==> config.mk <==
export PLATFORM = sky130hd
export DESIGN_NAME = modular_exponentiation
export DESIGN_NICKNAME = d
export VERILOG_FILES = /design/src/rtl/core/mexp_pkg.sv /design/src/rtl/core/modular_exponentiation.sv
export SDC_FILE = /design/constraint.sdc
export NUM_CORES = 1
export LEC_CHECK = 0
export BUFFER_PORTS_ARGS = -buffer_cell sky130_fd_sc_hd__buf_2
export CORE_UTILIZATION = 35
export CTS_BUF_LIST = sky130_fd_sc_hd__clkbuf_16
export CTS_CLUSTER_DIAMETER = 60
export DETAILED_ROUTE_END_ITERATION = 7
export PLACE_DENSITY_LB_ADDON = 0.2
export REMOVE_ABC_BUFFERS = 1
export SYNTH_ARGS = -nofsm -noshare
export SYNTH_HDL_FRONTEND = slang
export SYNTH_SLANG_ARGS = --single-unit
==> constraint.sdc <==
create_clock -name clk -period 7.8 [get_ports clk]
set_input_delay 1.56 -clock clk [delete_from_list [all_inputs] [get_ports clk]]
set_output_delay 1.56 -clock clk [all_outputs]
set_load 0.01 [all_outputs]
==> src/rtl/core/mexp_pkg.sv <==
// Shared constants for the modular exponentiation block.
// No dependencies; the top level takes its default operand width from here.
package mexp_pkg;

	// Default width of the modulus, the base, the exponent and the result.
	localparam int OPERAND_WIDTH_DEF = 32;

endpackage

==> src/rtl/core/modular_exponentiation.sv <==
// Modular exponentiation top level: left-to-right square and multiply over a
// shared bit-serial modular multiplier. Depends on mexp_pkg.
//
// Usage: the modulus is written through cfg_write_en / cfg_write_data while the
// block is idle. It resets to all ones. Each transfer on the input channel
// (in_valid high, in_stall low) carries a base and an exponent. Exactly one
// transfer on the output channel follows, carrying base^exponent mod modulus.
// The base is first reduced by the modulus. Then every exponent bit, from the
// top bit down, costs one modular squaring, plus one modular multiply when the
// bit is set; both run on the shared double-and-add unit. A zero modulus skips
// the multiplier and goes straight to the write state, which returns 0.
// in_stall is high from the input transfer until the result has moved into the
// output register. The next item can be taken while that result still waits.
// A stalled result holds in the output register. A finished computation then
// waits in its last state and the block takes no new item. Reset clears the
// sequencer and the output valid flag, and sets the modulus to all ones.
module modular_exponentiation #(
	parameter int OPERAND_WIDTH = mexp_pkg::OPERAND_WIDTH_DEF
) (
	input  logic                     clk,
	input  logic                     arst_n,
	input  logic                     cfg_write_en,
	input  logic [OPERAND_WIDTH-1:0] cfg_write_data,
	input  logic                     in_valid,
	output logic                     in_stall,
	input  logic [OPERAND_WIDTH-1:0] base_value,
	input  logic [OPERAND_WIDTH-1:0] exponent,
	output logic                     out_valid,
	input  logic                     out_stall,
	output logic [OPERAND_WIDTH-1:0] power_result
);

	localparam int CNT_W = $clog2(OPERAND_WIDTH);
	localparam logic [CNT_W-1:0] LAST_STEP = CNT_W'(OPERAND_WIDTH - 1);

	typedef enum logic [2:0] {
		ST_IDLE,
		ST_REDUCE,
		ST_SQUARE,
		ST_MULT,
		ST_WRITE
	} state_t;

	state_t                   state_q;
	logic [OPERAND_WIDTH-1:0] modulus_q;
	logic [OPERAND_WIDTH-1:0] acc_q;        // running sum of the multiplier
	logic [OPERAND_WIDTH-1:0] mul_a_q;      // multiplicand, below the modulus while the multiplier runs
	logic [OPERAND_WIDTH-1:0] mul_b_q;      // multiplier, consumed from its top bit
	logic [OPERAND_WIDTH-1:0] base_q;       // base after reduction
	logic [OPERAND_WIDTH-1:0] run_q;        // final value handed to the output
	logic [OPERAND_WIDTH-1:0] exp_q;        // exponent, shifted left bit by bit
	logic [CNT_W-1:0]         step_cnt_q;
	logic [CNT_W-1:0]         exp_cnt_q;
	logic                     out_valid_q;
	logic [OPERAND_WIDTH-1:0] power_result_q;

	logic [OPERAND_WIDTH:0]   dbl;
	logic [OPERAND_WIDTH-1:0] dbl_red;
	logic [OPERAND_WIDTH:0]   sum;
	logic [OPERAND_WIDTH-1:0] add_red;
	logic [OPERAND_WIDTH-1:0] step_val;
	logic [OPERAND_WIDTH-1:0] one_mod;
	logic                     step_last;
	logic                     exp_last;
	logic                     out_free;

	// One step of the shared modular multiplier: the sum is doubled and reduced.
	// When the current multiplier bit is set, the multiplicand is added and the
	// sum is reduced again. Both operands stay below the modulus, so one
	// conditional subtract is enough each time.
	always_comb begin
		dbl = {acc_q, 1'b0};
		if (dbl >= {1'b0, modulus_q}) begin
			dbl_red = OPERAND_WIDTH'(dbl - {1'b0, modulus_q});
		end else begin
			dbl_red = dbl[OPERAND_WIDTH-1:0];
		end
		sum = {1'b0, dbl_red} + {1'b0, mul_a_q};
		if (sum >= {1'b0, modulus_q}) begin
			add_red = OPERAND_WIDTH'(sum - {1'b0, modulus_q});
		end else begin
			add_red = sum[OPERAND_WIDTH-1:0];
		end
		step_val = mul_b_q[OPERAND_WIDTH-1] ? add_red : dbl_red;
	end

	// 1 mod modulus. It is 0 only when the modulus is one.
	assign one_mod   = {{(OPERAND_WIDTH-1){1'b0}}, (modulus_q != OPERAND_WIDTH'(1))};
	assign step_last = (step_cnt_q == LAST_STEP);
	assign exp_last  = (exp_cnt_q == LAST_STEP);
	assign out_free  = !out_valid_q || !out_stall;

	assign in_stall     = (state_q != ST_IDLE);
	assign out_valid    = out_valid_q;
	assign power_result = power_result_q;

	always_ff @(posedge clk or negedge arst_n) begin
		if (!arst_n) begin
			state_q        <= ST_IDLE;
			modulus_q      <= '1;
			acc_q          <= '0;
			mul_a_q        <= '0;
			mul_b_q        <= '0;
			base_q         <= '0;
			run_q          <= '0;
			exp_q          <= '0;
			step_cnt_q     <= '0;
			exp_cnt_q      <= '0;
			out_valid_q    <= 1'b0;
			power_result_q <= '0;
		end else begin
			if (cfg_write_en) begin
				modulus_q <= cfg_write_data;
			end
			// A new result takes the output register as soon as it is free.
			if (state_q == ST_WRITE && out_free) begin
				out_valid_q <= 1'b1;
			end else if (out_valid_q && !out_stall) begin
				out_valid_q <= 1'b0;
			end

			unique case (state_q)
				ST_IDLE: begin
					if (in_valid) begin
						exp_q      <= exponent;
						exp_cnt_q  <= '0;
						step_cnt_q <= '0;
						acc_q      <= '0;
						if (modulus_q == '0) begin
							// A zero modulus is outside the range, and the answer is 0.
							run_q   <= '0;
							state_q <= ST_WRITE;
						end else begin
							// The base is reduced by multiplying (1 mod N) by it.
							mul_a_q <= one_mod;
							mul_b_q <= base_value;
							state_q <= ST_REDUCE;
						end
					end
				end

				ST_REDUCE: begin
					if (step_last) begin
						// The running value starts at 1 mod N, and it is squared first.
						base_q     <= step_val;
						acc_q      <= '0;
						mul_a_q    <= one_mod;
						mul_b_q    <= one_mod;
						step_cnt_q <= '0;
						state_q    <= ST_SQUARE;
					end else begin
						acc_q      <= step_val;
						mul_b_q    <= {mul_b_q[OPERAND_WIDTH-2:0], 1'b0};
						step_cnt_q <= step_cnt_q + 1'b1;
					end
				end

				ST_SQUARE: begin
					if (step_last) begin
						acc_q      <= '0;
						step_cnt_q <= '0;
						if (exp_q[OPERAND_WIDTH-1]) begin
							mul_a_q <= base_q;
							mul_b_q <= step_val;
							state_q <= ST_MULT;
						end else if (exp_last) begin
							run_q   <= step_val;
							state_q <= ST_WRITE;
						end else begin
							mul_a_q   <= step_val;
							mul_b_q   <= step_val;
							exp_q     <= {exp_q[OPERAND_WIDTH-2:0], 1'b0};
							exp_cnt_q <= exp_cnt_q + 1'b1;
						end
					end else begin
						acc_q      <= step_val;
						mul_b_q    <= {mul_b_q[OPERAND_WIDTH-2:0], 1'b0};
						step_cnt_q <= step_cnt_q + 1'b1;
					end
				end

				ST_MULT: begin
					if (step_last) begin
						acc_q      <= '0;
						step_cnt_q <= '0;
						if (exp_last) begin
							run_q   <= step_val;
							state_q <= ST_WRITE;
						end else begin
							mul_a_q   <= step_val;
							mul_b_q   <= step_val;
							exp_q     <= {exp_q[OPERAND_WIDTH-2:0], 1'b0};
							exp_cnt_q <= exp_cnt_q + 1'b1;
							state_q   <= ST_SQUARE;
						end
					end else begin
						acc_q      <= step_val;
						mul_b_q    <= {mul_b_q[OPERAND_WIDTH-2:0], 1'b0};
						step_cnt_q <= step_cnt_q + 1'b1;
					end
				end

				ST_WRITE: begin
					if (out_free) begin
						power_result_q <= run_q;
						state_q        <= ST_IDLE;
					end
				end

				default: begin
					state_q <= ST_IDLE;
				end
			endcase
		end
	end

`ifndef SYNTHESIS
	// No second item is taken while one is still being worked on.
	a_busy_after_accept: assert property (@(posedge clk) disable iff (!arst_n)
		(in_valid && !in_stall) |=> in_stall)
		else $error("input taken while busy");

	// The multiplicand and the partial sum stay reduced.
	a_operands_reduced: assert property (@(posedge clk) disable iff (!arst_n)
		(state_q == ST_REDUCE || state_q == ST_SQUARE || state_q == ST_MULT)
		|-> (acc_q < modulus_q && mul_a_q < modulus_q))
		else $error("multiplier operand not below modulus");

	// The reduced base is below the modulus whenever it is used.
	a_base_reduced: assert property (@(posedge clk) disable iff (!arst_n)
		(state_q == ST_MULT) |-> (base_q < modulus_q))
		else $error("base not reduced");

	// A delivered result is below a nonzero modulus.
	a_result_range: assert property (@(posedge clk) disable iff (!arst_n)
		(out_valid && modulus_q != '0) |-> (power_result < modulus_q))
		else $error("result not below modulus");

	// A finished result with a free output register shows up the next cycle.
	a_write_lands: assert property (@(posedge clk) disable iff (!arst_n)
		(state_q == ST_WRITE && out_free) |=> (out_valid && !in_stall))
		else $error("finished result not presented");
`endif

endmodule

==> results of run 1 <==
## per-layer routing
layer | up-vias | share of wire | global-route usage
li1 | 8228 | - | -
met1 | 8568 | 0.43 | 0.333
met2 | 508 | 0.49 | 0.429
met3 | 128 | 0.049 | 0.0317
met4 | 0 | 0.041 | 0.112
met5 | - | 0 | 0
## critical path: cells and delay by family, from the launching register on
| family | cells | cell delay (ns) |
|---|---|---|
| multiplexers | 2 | 0.49 |
| buffers and inverters | 8 | 1.06 |
| AO/OA/AOI/OAI | 15 | 3.19 |
| adder cells (fa/ha/maj) | 3 | 0.85 |
| flip-flops | 1 | 0.54 |
| AND/OR/NAND/NOR | 7 | 1.28 |
## per-stage QoR
| stage | instances | setup WS, ns |
|---|---|---|
| 2_1_floorplan | 1905 | 0.0232 |
| 3_3_place_gp | 3051 | -0.351 |
| 3_5_place_dp | 3051 | -0.355 |
| 4_1_cts | 3126 | 0.00109 |
| 5_1_grt | 3146 | -0.102 |
| 6_report | 3146 | 0.254 |
## state kept, by name, summed over array words and instances (netlist names), 32 cells and up
register and count:
acc_q 32, base_q 32, exp_q 32, modulus_q 32, mul_a_q 32, mul_b_q 32
power_result 32, run_q 32
## Yosys cell counts, drive strengths merged, types with 12 or more instances
library cell	instances
a211oi	17
a21o	35
a21oi	149
a22o	24
a22oi	52
a31oi	23
and3	15
buf	16
clkbuf	100
dfrtp	238
dfstp	32
ha	100
inv	98
mux2	63
mux2i	22
nand2	293
nand2b	16
nand3	35
nand4	23
nor2	111
nor3	28
o211ai	16
o21a	12
o21ai	229
o21bai	13
o221ai	14
o31ai	16
xnor2	48
xor2	30
## path summary, 6_finish.rpt
kind	start	end	slack, ns	depth (start not counted)
worst max-delay path	modulus_q[16]	mul_a_q[23]	0.25	35
worst min-delay path	exp_q[23]	exp_q[23]	0.47	2
worst max register to register	modulus_q[16]	mul_a_q[23]	0.25	35
worst min register to register	exp_q[23]	exp_q[23]	0.47	2
max in group asynchronous	arst_n	mul_b_q[31]	5.24	2
min in group asynchronous	arst_n	acc_q[8]	1.12	1
## cells by family (layout without fill, tap and decap cells)
family / Yosys count / after routing / share of synthesized area
AND/OR/NAND/NOR: 576 / 576 / 0.145
AO/OA/AOI/OAI: 695 / 695 / 0.255
adder cells (fa/ha/maj): 103 / 103 / 0.0744
multiplexers: 85 / 85 / 0.0536
XOR/XNOR: 78 / 78 / 0.0388
flip-flops: 270 / 270 / 0.386
buffers and inverters: 214 / 675 / 0.0478
## area by class of cell
type | instances | share of cell area
multi-input cells | 1537 | 0.451
flip-flops and latches | 270 | 0.289
repair buffers | 505 | 0.152
clock buffers | 39 | 0.0415
well taps | 664 | 0.0353
inverters | 98 | 0.0156
clock inverters | 33 | 0.0151
## repair_timing
item                                    4_1_cts  5_1_grt
endpoints found under the setup margin      144      160
buffers inserted                              3       17
pin swaps                                     6       47
gates resized for setup                      10       97
gates cloned                                  0        3
==> Implementation_results.wiki, run 1 <==
{| class="wikitable"
! Metric !! Value
|-
| Outcome || finished, final reports clean
|-
| Drt drc || 0
|-
| Placed standard-cell area || 21400 um2
|-
| Final cell area excluding filler cells || 23500 um2
|-
| Weighted congestion reported at the end of routability-driven placement || 1.01
|-
| # rows || 81
|-
| Global-route wire length before repair || 100000 um
|-
| Most repeated library cell on the critical path || sky130_fd_sc_hd__buf_4
|-
| Final total negative setup slack || 0 ns
|-
| Initial core utilization || 0.357
|-
| WL/cell || 20.9 um
|-
| Category of the worst setup path capture point || flip-flop
|-
| Most common cell after layout, fill and taps aside || sky130_fd_sc_hd__buf_4
|-
| Largest net degree at the start of global routing || 161
|-
| Detailed-route wire length || between 60000 and 70000 um
|-
| Top-Level Pins || roughly 140
|-
| Register area share after synthesis || 0.386
|-
| Multi-input gate area in the final layout || 10600 um2
|-
| Sequential cell area || 6800 um2
|-
| Detailed Route Iter0 Violations || 1398
|-
| Final setup violation count || 0
|-
| Worst-path cell with the longest stage delay || sky130_fd_sc_hd__dfstp_2
|-
| Maximum achievable frequency || 133 MHz
|-
| Number of enable-type register cells in the synthesized netlist || 0
|-
| Actual slew at the worst max-slew pin || about 1.1 ns
|-
| DPL Wire Length || 49700 um
|-
| Post-Syn Instances || 2021
|-
| Max Clock Skew || 0.0317 ns
|-
| Prevailing post-synth register cell || sky130_fd_sc_hd__dfrtp_1
|-
| Area of the core || 49400 um2
|-
| Max incr delay on CP || 0.54 ns
|-
| Hold buffer count at cts || 0
|-
| Die boundary width || between 200 and 250 um
|-
| Cell accounting for the most synthesized area || sky130_fd_sc_hd__dfrtp_1
|-
| Number of diodes || 0
|-
| Count of input and output buffers || 134
|-
| Final Max Slew Viols || 0
|-
| Routed vias || 17400
|-
| Grt total ovfl || 0
|-
| Max-Slew Margin vs Limit || 0.290
|-
| Post-route antenna net violation count || 0
|-
| CTS tree || done
|-
| Required @ worst endpoint || around 8 ns
|-
| Routed via count divided by cell count || 5.54
|-
| Area share of the leading cell type in the synthesized netlist || 0.338
|-
| Overall track demand over capacity in global routing || 0.257
|-
| Crit path DAT || ~8 ns
|-
| Insertion delay of the later-clocked pin in the worst-skew pair || between 0.5 and 0.6 ns
|-
| Area enclosed by the die boundary || 51300 um2
|-
| Yosys Warn Count || 0
|-
| CTS sink cnt || 270
|-
| Via count of the first global-routing pass || 17300
|-
| Nature of the critical path startpoint || flip-flop
|-
| Utilization after layout || 0.477
|-
| Synth Register Bits || 270
|-
| Worst min path class || reg2reg
|-
| CTS HTree Levels || 2
|-
| Clock-pin slew on the worst setup and hold paths || 0.06 ns
|-
| Clock buffer count from CTS || 39
|-
| Post-Route Hold Slack || 0.475 ns
|-
| CP max FO || 6
|-
| Hold violation count in the final report || 0
|-
| Number of antenna violations at the first check in global routing || 0
|-
| Cell at the root of the clock tree || sky130_fd_sc_hd__clkbuf_16
|-
| Fraction of final layout cells sized beyond drive strength 1 || 0.316
|-
| Commonest non-fill, non-tap cells in the layout || sky130_fd_sc_hd__buf_4, sky130_fd_sc_hd__nand2_1, sky130_fd_sc_hd__dfrtp_1
|-
| Syn-to-layout area delta || 33.4%
|-
| Syn avg cell area || about 8.7 um2
|-
| Number of fill cells || 4786
|-
| Count of unique library cells instantiated by Yosys || 87
|-
| Critical setup path kind || reg2reg
|-
| Post-synth ARST share || 1.00
|-
| DRT Pass-1 Iters || 6
|-
| Shortest clock period the worst path allows after layout || 7.55 ns
|-
| Final nets || 2655
|-
| Combined area of all synthesized cells || 17600 um2
|-
| Max capacitance violation total || 0
|-
| Buffer levels on the longest clock path || 3
|-
| Final worst path period share || 0.967
|-
| Largest cells by area after synthesis || sky130_fd_sc_hd__dfrtp_1, sky130_fd_sc_hd__ha_1, sky130_fd_sc_hd__nand2_1, sky130_fd_sc_hd__o21ai_0, sky130_fd_sc_hd__dfstp_2
|-
| Height of the die || roughly 230 um
|}
Power of run 1 is left out: the tool's default activity adds up to more than one toggle a clock period on the data nets, which glitch-free logic cannot reach.
==> inputs of run 2 (changes only) <==
--- a/config.mk
+++ b/config.mk
@@ -7,7 +7,7 @@
 export LEC_CHECK = 0
 export BUFFER_PORTS_ARGS = -buffer_cell sky130_fd_sc_hd__buf_2
 export CORE_UTILIZATION = 35
-export CTS_BUF_LIST = sky130_fd_sc_hd__clkbuf_16
+export CTS_BUF_LIST = sky130_fd_sc_hd__clkbuf_4 sky130_fd_sc_hd__clkbuf_8
 export CTS_CLUSTER_DIAMETER = 60
 export DETAILED_ROUTE_END_ITERATION = 7
 export PLACE_DENSITY_LB_ADDON = 0.2
==> run 2 against run 1 <==
Net effect: design area decreased by 0.60%; flip-flop and latch count unchanged; sequential share of layout area up 0.17 points; utilization decreased by 0.29 points; clock skew increased by 0.0035 ns; non-clock buffer count fell by 2; largest cell class unchanged; register-to-register slack lost 0.11 ns; count of clock-buffer cells in the layout increased by 43; wire length increased by 0.15%; first-iteration DRC count decreased by 3.7%.
==> Implementation_results.wiki, run 2 (synthesis results as in run 1) <==
{| class="wikitable"
! Metric !! Value
|-
| Outcome || finished, final reports clean
|-
| Cell at the root of the clock tree || sky130_fd_sc_hd__clkbuf_8
|-
| Worst setup slack for register-to-register paths || between 0.1 and 0.15 ns
|-
| Overall track demand over capacity in global routing || 0.258
|-
| Commonest non-fill, non-tap cells in the layout || sky130_fd_sc_hd__buf_4, sky130_fd_sc_hd__nand2_1, sky130_fd_sc_hd__dfrtp_1
|-
| Routed vias || roughly 17000
|-
| Area enclosed by the die boundary || 51300 um2
|-
| Actual slew at the worst max-slew pin || 1.05 ns
|-
| Origin of the critical flop-to-flop path || modulus_q[8]
|-
| Most common cell after layout, fill and taps aside || sky130_fd_sc_hd__buf_4
|-
| Via count of the first global-routing pass || 17400
|-
| Drt drc || 0
|-
| Count of input and output buffers || 134
|-
| Max capacitance violation total || 0
|-
| Shortest clock period the worst path allows after layout || 7.65 ns
|-
| DRT Pass-1 Iters || 6
|-
| CTS tree || done
|-
| Routed via count divided by cell count || 5.49
|-
| Fraction of final layout cells sized beyond drive strength 1 || 0.323
|-
| Buffer levels on the longest clock path || 3
|-
| Die boundary width || 226 um
|-
| Area of the core || ~49000 um2
|-
| Category of cells accounting for the largest share of critical-path delay || compound AO/OA/AOI/OAI gates
|-
| Detailed Route Iter0 Violations || 1346
|-
| Worst flop-to-flop path endpoint || run_q[5]
|-
| Number of antenna violations at the first check in global routing || 2
|-
| Post-route antenna net violation count || 0
|-
| Top-Level Pins || 135
|-
| Worst Reg2Reg Path Length in Cells || 34
|-
| Grt total ovfl || 0
|-
| CP max FO || 8
|-
| Final setup violation count || 0
|-
| Detailed-route wire length || 66000 um
|-
| Hold violation count in the final report || 0
|-
| Critical setup path kind || reg2reg
|-
| Clock-pin slew on the worst setup and hold paths || 0.06 ns
|-
| WL/cell || 20.8 um
|-
| Post-Route Hold Slack || 0.476 ns
|-
| # rows || 81
|-
| Final Max Slew Viols || 0
|-
| Worst-path cell with the longest stage delay || sky130_fd_sc_hd__mux2i_1
|-
| Worst min path class || reg2reg
|-
| Maximum achievable frequency || 131 MHz
|-
| Syn-to-layout area delta || 32.6%
|-
| Max-Slew Margin vs Limit || 0.298
|-
| Number of fill cells || 4799
|-
| Unrepaired setup endpoints after global routing || true
|-
| CP Buf/Inv Count || 7
|-
| Most repeated library cell on the critical path || sky130_fd_sc_hd__buf_4
|-
| Weighted congestion reported at the end of routability-driven placement || 1.01
|-
| Max Clock Skew || 0.0352 ns
|-
| Crit path DAT || roughly 8.2 ns
|-
| Max incr delay on CP || 0.61 ns
|-
| Final worst path period share || 0.981
|-
| Insertion delay of the later-clocked pin in the worst-skew pair || 0.66 ns
|-
| Largest net degree at the start of global routing || ~160
|-
| CP Capture Point || run_q[5]
|-
| Final total negative setup slack || 0 ns
|-
| Clock buffer count from CTS || 53
|-
| Hold buffer count at cts || 0
|-
| Global-route wire length before repair || 101000 um
|-
| Nature of the critical path startpoint || flip-flop
|-
| Required @ worst endpoint || 8.38 ns
|-
| Number of stages on the worst setup path || 34
|-
| Final nets || 2667
|-
| Launching element of the worst setup path || modulus_q[8]
|-
| Height of the die || 226 um
|-
| CTS sink cnt || 270
|-
| Category of the worst setup path capture point || flip-flop
|-
| Initial core utilization || 0.357
|-
| DPL Wire Length || 49700 um
|-
| CTS HTree Levels || 2
|}
[run 2: cell count changes in the layout (fill, tap and decap cells not counted), sizes merged]
cell,before,now
clkinv,14,9
buf,503,501
inv,111,100
bufinv,5,6
diode,0,1
clkbuf,41,84
[run 2: tightest hold or removal path, cell delays in order, from the launching register on]
cell and delay [ns]:
sky130_fd_sc_hd__dfrtp_1 0.34, sky130_fd_sc_hd__nand2_1 0.05, sky130_fd_sc_hd__nand2_1 0.05
[run 2: routing by layer]
metal	part of all wire	wire, um	global-route usage	vias to the layer above
li1	-	-	-	8255
met1	0.43	28400	0.332	8574
met2	0.48	31900	0.430	466
met3	0.045	2960	0.0346	140
met4	0.042	2770	0.112	0
met5	0	0	0	-
[run 2: worst min path at each step]
stage	endpoint	cells after the start	start
final	exp_q[23]	2	exp_q[23]
after global routing	exp_q[30]	2	exp_q[30]
after CTS	exp_q[15]	2	exp_q[15]
after detailed placement	exp_q[15]	2	exp_q[15]
after global placement	step_cnt_q[3]	1	step_cnt_q[3]
after floorplan	exp_q[30]	2	exp_q[30]
[run 2: repair_timing]
item,4_1_cts,5_1_grt
endpoints found under the setup margin,143,160
cloned,0,2
buffers inserted,5,15
gates resized for setup,11,81
pin swaps,7,39
[run 2: final cells by class]
class / instances / area [um2] / share of cell area
Antenna cell: 1 / 2.50 / 0.000107
Clock buffer: 82 / 1020 / 0.0437
Clock inverter: 18 / 268 / 0.0115
Inverter: 98 / 368 / 0.0157
Multi-Input combinational cell: 1537 / 10500 / 0.450
Sequential cell: 270 / 6800 / 0.291
Tap cell: 664 / 831 / 0.0355
Timing Repair Buffer: 503 / 3570 / 0.153
[run 2: through the flow]
step / worst slack [ns] / std cells / util / cell area [um2]
4_1_cts: 0.000366 / 3156 / 0.461 / 22800
3_3_place_gp: -0.351 / 3051 / 0.434 / 21400
6_report: 0.148 / 3173 / 0.474 / 23400
2_1_floorplan: 0.0232 / 1905 / - / 17200
3_5_place_dp: -0.355 / 3051 / 0.434 / 21400
5_1_grt: -0.100 / 3173 / 0.474 / 23400
Power of run 2 is left out for the same reason.
